$ cat config.mk
export PLATFORM = sky130hd
export DESIGN_NAME = smb_fifo
export DESIGN_NICKNAME = d
export VERILOG_FILES = /design/src/smb_fifo.sv
export SDC_FILE = /design/constraint.sdc
export NUM_CORES = 1
export LEC_CHECK = 0
export ABC_AREA = 1
export BUFFER_PORTS_ARGS = -buffer_cell sky130_fd_sc_hd__buf_2
export CAP_MARGIN = 20
export CORE_MARGIN = 3
export CORE_UTILIZATION = 25
export CTS_CLUSTER_DIAMETER = 100
export DETAILED_ROUTE_END_ITERATION = 8
export PLACE_DENSITY_LB_ADDON = 0.1
export SKIP_LAST_GASP = 1
export SYNTH_ARGS = -nofsm -noshare
export SYNTH_HDL_FRONTEND = slang
export SYNTH_SLANG_ARGS = --single-unit
export TNS_END_PERCENT = 20
$ cat constraint.sdc
create_clock -name clock -period 1.5 [get_ports clock]
set_input_delay 0.15 -clock clock [delete_from_list [all_inputs] [get_ports clock]]
set_output_delay 0.15 -clock clock [all_outputs]
set_load 0.02 [all_outputs]
$ cat src/smb_fifo.sv
// small register queue between the front and back parts
// uses no package
module smb_fifo #(
   parameter int W = 8,
   parameter int DEPTH = 2
) (
   input  logic         clock,
   input  logic         reset,
   input  logic         push,
   input  logic [W-1:0] wdata,
   input  logic         pop,
   output logic [W-1:0] rdata,
   output logic         empty,
   output logic         full
);

   localparam int PTR_W = (DEPTH > 1) ? $clog2(DEPTH) : 1;
   localparam int CNT_W = $clog2(DEPTH + 1);

   logic [W-1:0]     mem_ff [0:DEPTH-1];
   logic [PTR_W-1:0] wr_ff, wr_in, rd_ff, rd_in;
   logic [CNT_W-1:0] cnt_ff, cnt_in;
   logic             do_push, do_pop;

   assign empty   = cnt_ff == '0;
   assign full    = cnt_ff == CNT_W'(DEPTH);
   assign do_push = push && !full;
   assign do_pop  = pop && !empty;
   assign rdata   = mem_ff[rd_ff];

   always_comb begin
      wr_in  = wr_ff;
      rd_in  = rd_ff;
      cnt_in = cnt_ff;
      if (do_push) begin
         wr_in = (wr_ff == PTR_W'(DEPTH - 1)) ? '0 : wr_ff + 1'b1;
      end
      if (do_pop) begin
         rd_in = (rd_ff == PTR_W'(DEPTH - 1)) ? '0 : rd_ff + 1'b1;
      end
      if (do_push && !do_pop) begin
         cnt_in = cnt_ff + 1'b1;
      end else if (do_pop && !do_push) begin
         cnt_in = cnt_ff - 1'b1;
      end
   end

   always_ff @(posedge clock) begin
      if (do_push) begin
         mem_ff[wr_ff] <= wdata;
      end
   end

   always_ff @(posedge clock) begin
      if (reset) begin
         wr_ff  <= '0;
         rd_ff  <= '0;
         cnt_ff <= '0;
      end else begin
         wr_ff  <= wr_in;
         rd_ff  <= rd_in;
         cnt_ff <= cnt_in;
      end
   end

endmodule

==> results of run 1 <==
## layout make-up
type,count,share of cell area (%)
clock inverters,1,0.4751
flip-flops and latches,21,55.58
repair buffers,25,12.83
inverters,9,3.207
well taps,44,5.226
clock buffers,3,2.138
multi-input cells,31,20.55
## worst min path at each step
stage	end	from	slack [ns]	cells after the start
detailed placement	mem_ff[1][2]	wdata[2]	0.34	1
finish	mem_ff[0][3]	wdata[3]	0.04	1
floorplan	mem_ff[0][0]	wdata[0]	0.25	0
global placement	mem_ff[0][1]	wdata[1]	0.34	1
global route	mem_ff[1][1]	wdata[1]	0.01	1
CTS	mem_ff[0][3]	wdata[3]	0.02	1
## worst max-delay path, cell delays in order (launching register included)
cell	delay, ns
dfxtp_2	0.37
inv_1	0.09
o21ai_4	0.18
inv_2	0.05
ha_1	0.28
inv_1	0.10
nand3_1	0.09
nand2_1	0.06
inv_1	0.04
nor2_1	0.09
## kinds of logic after synthesis
family                   count (synthesis)  synth area share, %
adder cells (fa/ha/maj)                  1                1.510
AO/OA/AOI/OAI                            6                4.531
flip-flops                              21                70.09
multiplexers                             8                10.88
AND/OR/NAND/NOR                         16                8.307
buffers and inverters                   10                4.683
## power by group through the flow
stage               registers, W  logic [W]  clock network [W]
finish                  0.000825   0.000603           0.000260
global route            0.000843   0.000673           0.000306
CTS                     0.000821   0.000598           0.000281
detailed placement      0.000833   0.000593                  0
global placement        0.000832   0.000589                  0
floorplan               0.000803   0.000428                  0
## synthesized netlist by cell type
| cell | number |
|---|---|
| mux2_2 | 8 |
| and2_4 | 1 |
| nand4_1 | 1 |
| a21oi_1 | 1 |
| buf_2 | 1 |
| ha_1 | 1 |
| nor2_1 | 9 |
| inv_1 | 7 |
| o21ai_0 | 2 |
| edfxtp_1 | 16 |
| o21ai_2 | 2 |
| o21ai_1 | 1 |
| inv_2 | 2 |
| dfxtp_1 | 5 |
| nand3_1 | 1 |
| nand2_1 | 4 |
## cell usage in the layout, fill, tap and decap left out, types with 2 or more instances in the layout
cell type	Yosys	routed
edfxtp_1	16	16
buf_2	1	21
inv_1	7	7
dfxtp_1	5	3
inv_2	2	2
nor2_1	9	9
buf_4	0	4
clkbuf_4	0	3
mux2_2	8	8
o21ai_0	2	2
nand2_1	4	4
## timing repair
| item | in CTS | in global routing |
|---|---|---|
| endpoints found under the setup margin | 8 | 7 |
| setup buffers | 0 | 1 |
| gates resized for setup | 1 | 3 |
| pin swaps | 0 | 1 |
## flip-flops by register name, summed over array words and instances (netlist names), named ones only
name / cells
cnt_ff: 2
mem_ff: 16
rd_ff: 1
wr_ff: 1
## through the flow
step	setup slack (ns)	hold slack, ns	TNS (ns)
2_1_floorplan	0.1788	0.2489	0
3_3_place_gp	0.1060	0.3393	0
3_5_place_dp	0.05926	0.3442	0
4_1_cts	0.02147	0.02333	0
5_1_grt	-0.007968	0.01399	-0.007968
6_report	0.09987	0.03830	0
## per-layer routing
| metal | vias up | global-route usage [%] | part of all wire, % |
|---|---|---|---|
| met5 | - | 0 | 0 |
| met2 | 14 | 13.43 | 53 |
| met4 | 0 | 3.235 | 1.3 |
| li1 | 266 | - | - |
| met1 | 239 | 7.325 | 40 |
| met3 | 2 | 3.387 | 5.9 |
==> flow_summary.yaml, run 1 <==
synthesis:
  synth_top_area_cell: "edfxtp_1"
  synthDistinctLibCells: 16
  ys_ff_latch: 21
  synth_nets: 75
  synthCells: 62
  synthTopCellsByArea: "edfxtp_1 (58%), dfxtp_1 (12%), mux2_2 (11%), nor2_1 (4.1%), inv_1 (3.2%)"
  yosys.area.top_type_share_pct: 58.01
  ys.warnings.count: 0
  syn_area_um2: 828.3
  yosysSeqAreaShare_pct: 70.09
  synth.avg_cell_area_um2: 13.36
clock_network:
  worstSkewPairLatency_ns: 0.29
  cts_sinks: 21
  htree_levels: 1
  cts_tree: "yes"
  clockBufferDepth: 2
  cts_buffers: 3
  clkSlewWorstSetupHoldPaths_ns: 0.11
  hold_buffers: 0
  cts.root.buffer_cell: "clkbuf_4"
layout:
  final_nets: 104
  register_area_um2: 585.6
  layout-drive-gt1-share_pct: 48.89
  diodes: 0
  fin_cells: 134
  fin_area_um2: 1054
  areaGrowthSynthToFinish_pct: 27.19
  num-fill-cells: 333
  post-route-util_pct: 33.95
  multi_input_area_um2: 216.5
worst_setup_path:
  r2r_cells: 9
  r2r-start: "cnt_ff[1]"
  end_kind: "register"
  critPathLaunch: "cnt_ff[1]"
  reg2reg_setup_slack_ns: 0.1
  crit_path_end: "cnt_ff[1]"
  worstPathRequired_ns: 1.74
  rr_endpoint: "cnt_ff[1]"
  critical_path_class: "register to register"
  crit_fanout: 4
  cp_data_arrival_time_ns: 1.64
  start_kind: "register"
drt:
  post_drt_wl_per_cell_um: 10.08
  drt-vias-per-instance: 3.888
  routed_wl_mm: 1.351
  drt.antenna.violating_nets: 0
  drt-initial-drc-count: 1
  vias: 521
  first_pass_iters: 2
  drc: 0
power:
  total_power_w: 0.001688
  p_sw_share_pct: 34.33
  p_leak_nw: 0.4308
  seq_power_share_pct: 48.9
  internal_power_w: 0.001109
  p_sw_w: 0.0005795
  comb_power_share_pct: 35.7
  ir_worst_vdd_uv: 674.2
  p_clk_share_pct: 15.4
  power_density_nw_per_um2: 1602
global_routing:
  grt_start_max_net_pins: 13
  grt_pass1_vias: 529
  gr-total-overflow: 0
  track_usage_pct: 7.485
  antenna_found_initial: 0
  grt_pass1_wl_mm: 2.256
placement:
  globalplace.congestion: 0.6881
  placedCellCount: 129
  dp_hpwl_mm: 1.006
  port_buffers: 21
  placed_area_um2: 1006
hold_path:
  hold_class: "input port to register"
floorplanning:
  die_x_um: 63.56
  initial_core_util_pct: 26.69
  core_um2: 3103
  die_area_um2: 4040
  die_h_um: 63.56
  pin_count: 22
  rows: 20
sta:
  fin_crit_sh_pct: 93.34
  relSlewSlack_pct: 82.53
  finalHoldViolCount: 0
  slew_viol_final: 0
  rsz0062_at_grt: "true"
  timing.fmax_mhz: 714.2
  finalClockSkew_ns: 0.002789
  tightest_slew_ns: 0.2617
  period_minus_slack_ns: 1.400
  setup_viol: 0
flow_run:
  maxCapViolCount: 0
outcome:
  outcome: "completed"
No activity file was read; power rests on OpenSTA's default activity.
==> run 2: changes to the inputs <==
--- a/config.mk
+++ b/config.mk
@@ -13,6 +13,7 @@
 export CTS_CLUSTER_DIAMETER = 100
 export DETAILED_ROUTE_END_ITERATION = 8
 export PLACE_DENSITY_LB_ADDON = 0.1
+export RECOVER_POWER = 25
 export SKIP_LAST_GASP = 1
 export SYNTH_ARGS = -nofsm -noshare
 export SYNTH_HDL_FRONTEND = slang
==> flow_summary.yaml, run 2 (synthesis results as in run 1) <==
floorplanning:
  die_x_um: 63.56
  core_um2: 3103
  rows: 20
  die_area_um2: 4040
  initial_core_util_pct: 26.69
  die_h_um: 63.56
  pin_count: 22
layout:
  num-fill-cells: 334
  final_cell_mix: "buf_2 (18), edfxtp_1 (16), nor2_1 (9)"
  areaGrowthSynthToFinish_pct: 26.74
  fin_area_um2: 1050
  fin_cells: 134
  mostFrequentLayoutCell: "buf_2"
  diodes: 0
  largest_reg_flops: 16
  final_nets: 104
  reg_top3: "mem_ff (16), cnt_ff (2)"
  layout-drive-gt1-share_pct: 45.56
  regMostFlops: "mem_ff"
worst_setup_path:
  end_kind: "register"
  crit_slowest_cell: "dfxtp_2"
  worstPathCellList: "inv_1 > o21ai_4 > inv_2 > ha_1 > inv_1 > nand3_1 > nand2_1 > inv_1 > nor2_1"
  cp_common_cell: "inv_1"
  critical_path_class: "register to register"
  worstPathRequired_ns: 1.74
  cp_data_arrival_time_ns: 1.64
  start_kind: "register"
  crit_fanout: 4
  critical_path.max_stage_delay_ns: 0.37
sta:
  slew_viol_final: 0
  period_minus_slack_ns: 1.400
  tightest_slew_ns: 0.2617
  relSlewSlack_pct: 82.53
  fin_crit_sh_pct: 93.34
  finalClockSkew_ns: 0.002789
  timing.fmax_mhz: 714.2
  finalHoldViolCount: 0
  rsz0062_at_grt: "true"
  setup_viol: 0
clock_network:
  cts_sinks: 21
  cts_buffers: 3
  hold_buffers: 0
  htree_levels: 1
  worstSkewPairLatency_ns: 0.29
  cts_tree: "yes"
  clockBufferDepth: 2
  cts.root.buffer_cell: "clkbuf_4"
  clkSlewWorstSetupHoldPaths_ns: 0.11
global_routing:
  gr-total-overflow: 0
  grt_pass1_wl_mm: 2.256
  track_usage_pct: 7.485
  antenna_found_initial: 0
  grtUsageMet2_pct: 13.43
  busiest_layer: "met2"
  grt_pass1_vias: 529
  grt_start_max_net_pins: 13
  use_met3_pct: 3.387
  grtUsageMet1_pct: 7.325
drt:
  drc: 0
  drt-initial-drc-count: 1
  routed_wl_mm: 1.350
  post_drt_wl_per_cell_um: 10.07
  first_pass_iters: 2
  drt-vias-per-instance: 3.888
  vias: 521
  drt.antenna.violating_nets: 0
power:
  p_leak_nw: 0.4225
  ir_worst_vdd_uv: 674.2
  power_density_nw_per_um2: 1607
outcome:
  outcome: "completed"
placement:
  port_buffers: 21
  globalplace.congestion: 0.6881
  dp_hpwl_mm: 1.006
  placed_area_um2: 1006
  placedCellCount: 129
flow_run:
  maxCapViolCount: 0
hold_path:
  hold_class: "input port to register"
-- run 2: cell count changes in the layout (fill, tap and decap cells not counted) --
cell and delta:
buf_2 -3, clkbuf_1 +3
-- run 2: worst paths after layout --
path                  endpoint  depth (start not counted)  slack (ns)      start
setup / recovery     cnt_ff[1]                          9         0.1  cnt_ff[1]
hold / removal    mem_ff[0][2]                          1        0.04   wdata[2]
setup reg to reg     cnt_ff[1]                          9         0.1  cnt_ff[1]
hold reg to reg          wr_ff                          2        0.51      wr_ff
-- run 2: what timing repair did --
action	CTS	global route
endpoints found under the setup margin	8	7
gates resized for setup	1	3
setup buffers	0	1
pin swaps	0	1
-- run 2: report_power, final --
part           switching (W)  internal [W]
Combinational       0.000342      0.000260
Clock               0.000161     0.0000992
Sequential         0.0000764      0.000749
Total               0.000580       0.00111
-- run 2: worst max-delay path, delay by kind of cell, from the launching register on --
family / cells / cell delay, ns
simple gates: 3 / 0.24
fa+ha+maj: 1 / 0.28
buf+inv: 4 / 0.28
compound gates: 1 / 0.18
flops: 1 / 0.37
-- run 2: through the flow --
| step | power, W | utilization (%) | hold WS, ns | setup WS, ns | setup TNS, ns |
|---|---|---|---|---|---|
| floorplan | 0.001231 | - | 0.2489 | 0.1788 | 0 |
| global placement | 0.001421 | 32.42 | 0.3393 | 0.1060 | 0 |
| detailed placement | 0.001426 | 32.42 | 0.3442 | 0.05926 | 0 |
| CTS | 0.001699 | 33.35 | 0.02333 | 0.02147 | 0 |
| global route | 0.001820 | 33.83 | 0.01399 | -0.007968 | -0.007968 |
| finish | 0.001687 | 33.83 | 0.03926 | 0.09987 | 0 |
-- run 2: final cells by class --
| class | instances | area, um^2 | share of cell area [%] |
|---|---|---|---|
| flip-flops and latches | 21 | 585.6 | 55.78 |
| multi-input cells | 31 | 216.5 | 20.62 |
| repair buffers | 25 | 131.4 | 12.51 |
| well taps | 44 | 55.05 | 5.244 |
| inverters | 9 | 33.78 | 3.218 |
| clock buffers | 3 | 22.52 | 2.145 |
| clock inverters | 1 | 5.005 | 0.4768 |
-- run 2: routing by layer --
layer  part of all wire (%)  vias to the layer above
met5                      0                        -
met4                    1.3                        0
met3                    5.9                        2
met2                     53                       14
met1                     40                      239
li1                       -                      266
==> run 3: changes to the inputs <==
--- a/config.mk
+++ b/config.mk
@@ -8,6 +8,7 @@
 export ABC_AREA = 1
 export BUFFER_PORTS_ARGS = -buffer_cell sky130_fd_sc_hd__buf_2
 export CAP_MARGIN = 20
+export CORE_ASPECT_RATIO = 0.8
 export CORE_MARGIN = 3
 export CORE_UTILIZATION = 25
 export CTS_CLUSTER_DIAMETER = 100
@@ -15,6 +16,7 @@
 export PLACE_DENSITY_LB_ADDON = 0.1
 export RECOVER_POWER = 25
 export SKIP_LAST_GASP = 1
+export SLEW_MARGIN = 15
 export SYNTH_ARGS = -nofsm -noshare
 export SYNTH_HDL_FRONTEND = slang
 export SYNTH_SLANG_ARGS = --single-unit
==> constraint.sdc (replaced) <==
create_clock -name clock -period 1.8 [get_ports clock]
set_input_delay 0.18 -clock clock [delete_from_list [all_inputs] [get_ports clock]]
set_output_delay 0.18 -clock clock [all_outputs]
set_load 0.02 [all_outputs]
==> flow_summary.yaml, run 3 (synthesis results as in run 1) <==
sta:
  tns_ns: 0
  tightest_slew_ns: 0.3904
  setup_viol: 0
  slew_viol_final: 0
  finalHoldViolCount: 0
  timing.fmax_mhz: 650.0
  finalClockSkew_ns: 0.006568
  rsz0062_at_grt: "false"
  period_minus_slack_ns: 1.538
  relSlewSlack_pct: 73.93
  fin_crit_sh_pct: 85.47
layout:
  regMostFlops: "mem_ff"
  final_nets: 104
  final_cell_mix: "buf_2 (20), edfxtp_1 (16), nor2_1 (9)"
  reg_top3: "mem_ff (16), cnt_ff (2)"
  mostFrequentLayoutCell: "buf_2"
  post-route-util_pct: 33.65
  layout-drive-gt1-share_pct: 45.56
  num-fill-cells: 312
  largest_reg_flops: 16
  areaGrowthSynthToFinish_pct: 27.19
  diodes: 0
power:
  power_density_nw_per_um2: 1393
  p_leak_nw: 0.4342
  total_power_w: 0.001468
  ir_worst_vdd_uv: 628.9
floorplanning:
  initial_core_util_pct: 26.46
  core_um2: 3131
  die_h_um: 57.49
  pin_count: 22
  die_x_um: 70.36
  die_area_um2: 4044
  rows: 18
worst_setup_path:
  end_kind: "output port"
  crit_fanout: 8
  crit_slowest_cell: "dfxtp_1"
  critical_path_class: "register to output port"
  critical_path.max_stage_delay_ns: 0.56
  cp_data_arrival_time_ns: 1.36
  worstPathCellList: "mux2_2 > buf_2"
  start_kind: "register"
  worstPathRequired_ns: 1.62
drt:
  vias: 521
  routed_wl_mm: 1.425
  first_pass_iters: 4
  drc: 0
  drt.antenna.violating_nets: 0
  post_drt_wl_per_cell_um: 10.96
  drt-vias-per-instance: 4.008
  drt-initial-drc-count: 5
clock_network:
  cts_buffers: 3
  cts_resized: 0
  htree_levels: 1
  cts_tree: "yes"
  worstSkewPairLatency_ns: 0.26
  cts_sinks: 21
  clockBufferDepth: 2
  postCtsSetupRepairBufs: 0
  cts.root.buffer_cell: "clkbuf_8"
  clkSlewWorstSetupHoldPaths_ns: 0.08
  hold_buffers: 0
outcome:
  outcome: "completed"
placement:
  dp_hpwl_mm: 1.110
  globalplace.congestion: 0.7165
  port_buffers: 21
global_routing:
  grt_pass1_vias: 530
  gr-total-overflow: 0
  grt_start_max_net_pins: 13
  grt_pass1_wl_mm: 2.283
  antenna_found_initial: 0
  track_usage_pct: 7.491
hold_path:
  hold_class: "input port to register"
flow_run:
  maxCapViolCount: 0
## run 3: changes by cell type in the layout (fill, tap and decap cells not counted), moves of 2 or more
cell,delta
dfxtp_1,+2
clkbuf_1,-2
buf_2,+2
clkbuf_4,-3
clkbuf_8,+3
## run 3: stage by stage
step / cell area [um^2] / hold WS (ns) / cells / setup slack, ns
global route: 1054 / 0.09885 / 130 / 0.1611
global placement: 1008 / 0.3679 / 126 / 0.4044
finish: 1054 / 0.1043 / 130 / 0.2616
detailed placement: 1008 / 0.3710 / 126 / 0.3590
CTS: 1055 / 0.09896 / 130 / 0.2165
floorplan: 828.3 / 0.2789 / 62 / 0.4788
## run 3: power breakdown
group | switching (W) | internal [W] | total, W
combinational | 0.000275 | 0.000206 | 0.000480
clock | 0.000146 | 0.000154 | 0.000300
sequential | 0.0000688 | 0.000619 | 0.000687
## run 3: worst paths after layout
path	slack (ns)	cells after the start	start	end
worst max-delay path	0.26	2	register	rdata[2]
worst max register to register	0.36	9	cnt_ff[1]	cnt_ff[1]
worst min register to register	0.52	2	wr_ff	wr_ff
worst min-delay path	0.10	1	wdata[3]	mem_ff[1][3]
## run 3: layout make-up
| type | instances | area (um^2) | area share [%] |
|---|---|---|---|
| flip-flops and latches | 21 | 580.6 | 55.11 |
| multi-input cells | 31 | 209.0 | 19.83 |
| repair buffers | 25 | 133.9 | 12.71 |
| well taps | 40 | 50.05 | 4.751 |
| clock buffers | 3 | 41.29 | 3.919 |
| inverters | 9 | 33.78 | 3.207 |
| clock inverters | 1 | 5.005 | 0.4751 |
## run 3: routing by layer
layer  share of wire, %  wire length, um  track usage (%)
met3                5.2               74            3.521
met4               0.84               12            1.639
met1                 47              665            9.282
met5                  0                0                0
met2                 47              672            12.00
## run 3: critical path: cells and delay by family (launching register included)
family                 cells  cell delay [ns]
multiplexers               1             0.39
buffers and inverters      1             0.16
flip-flops                 1             0.56
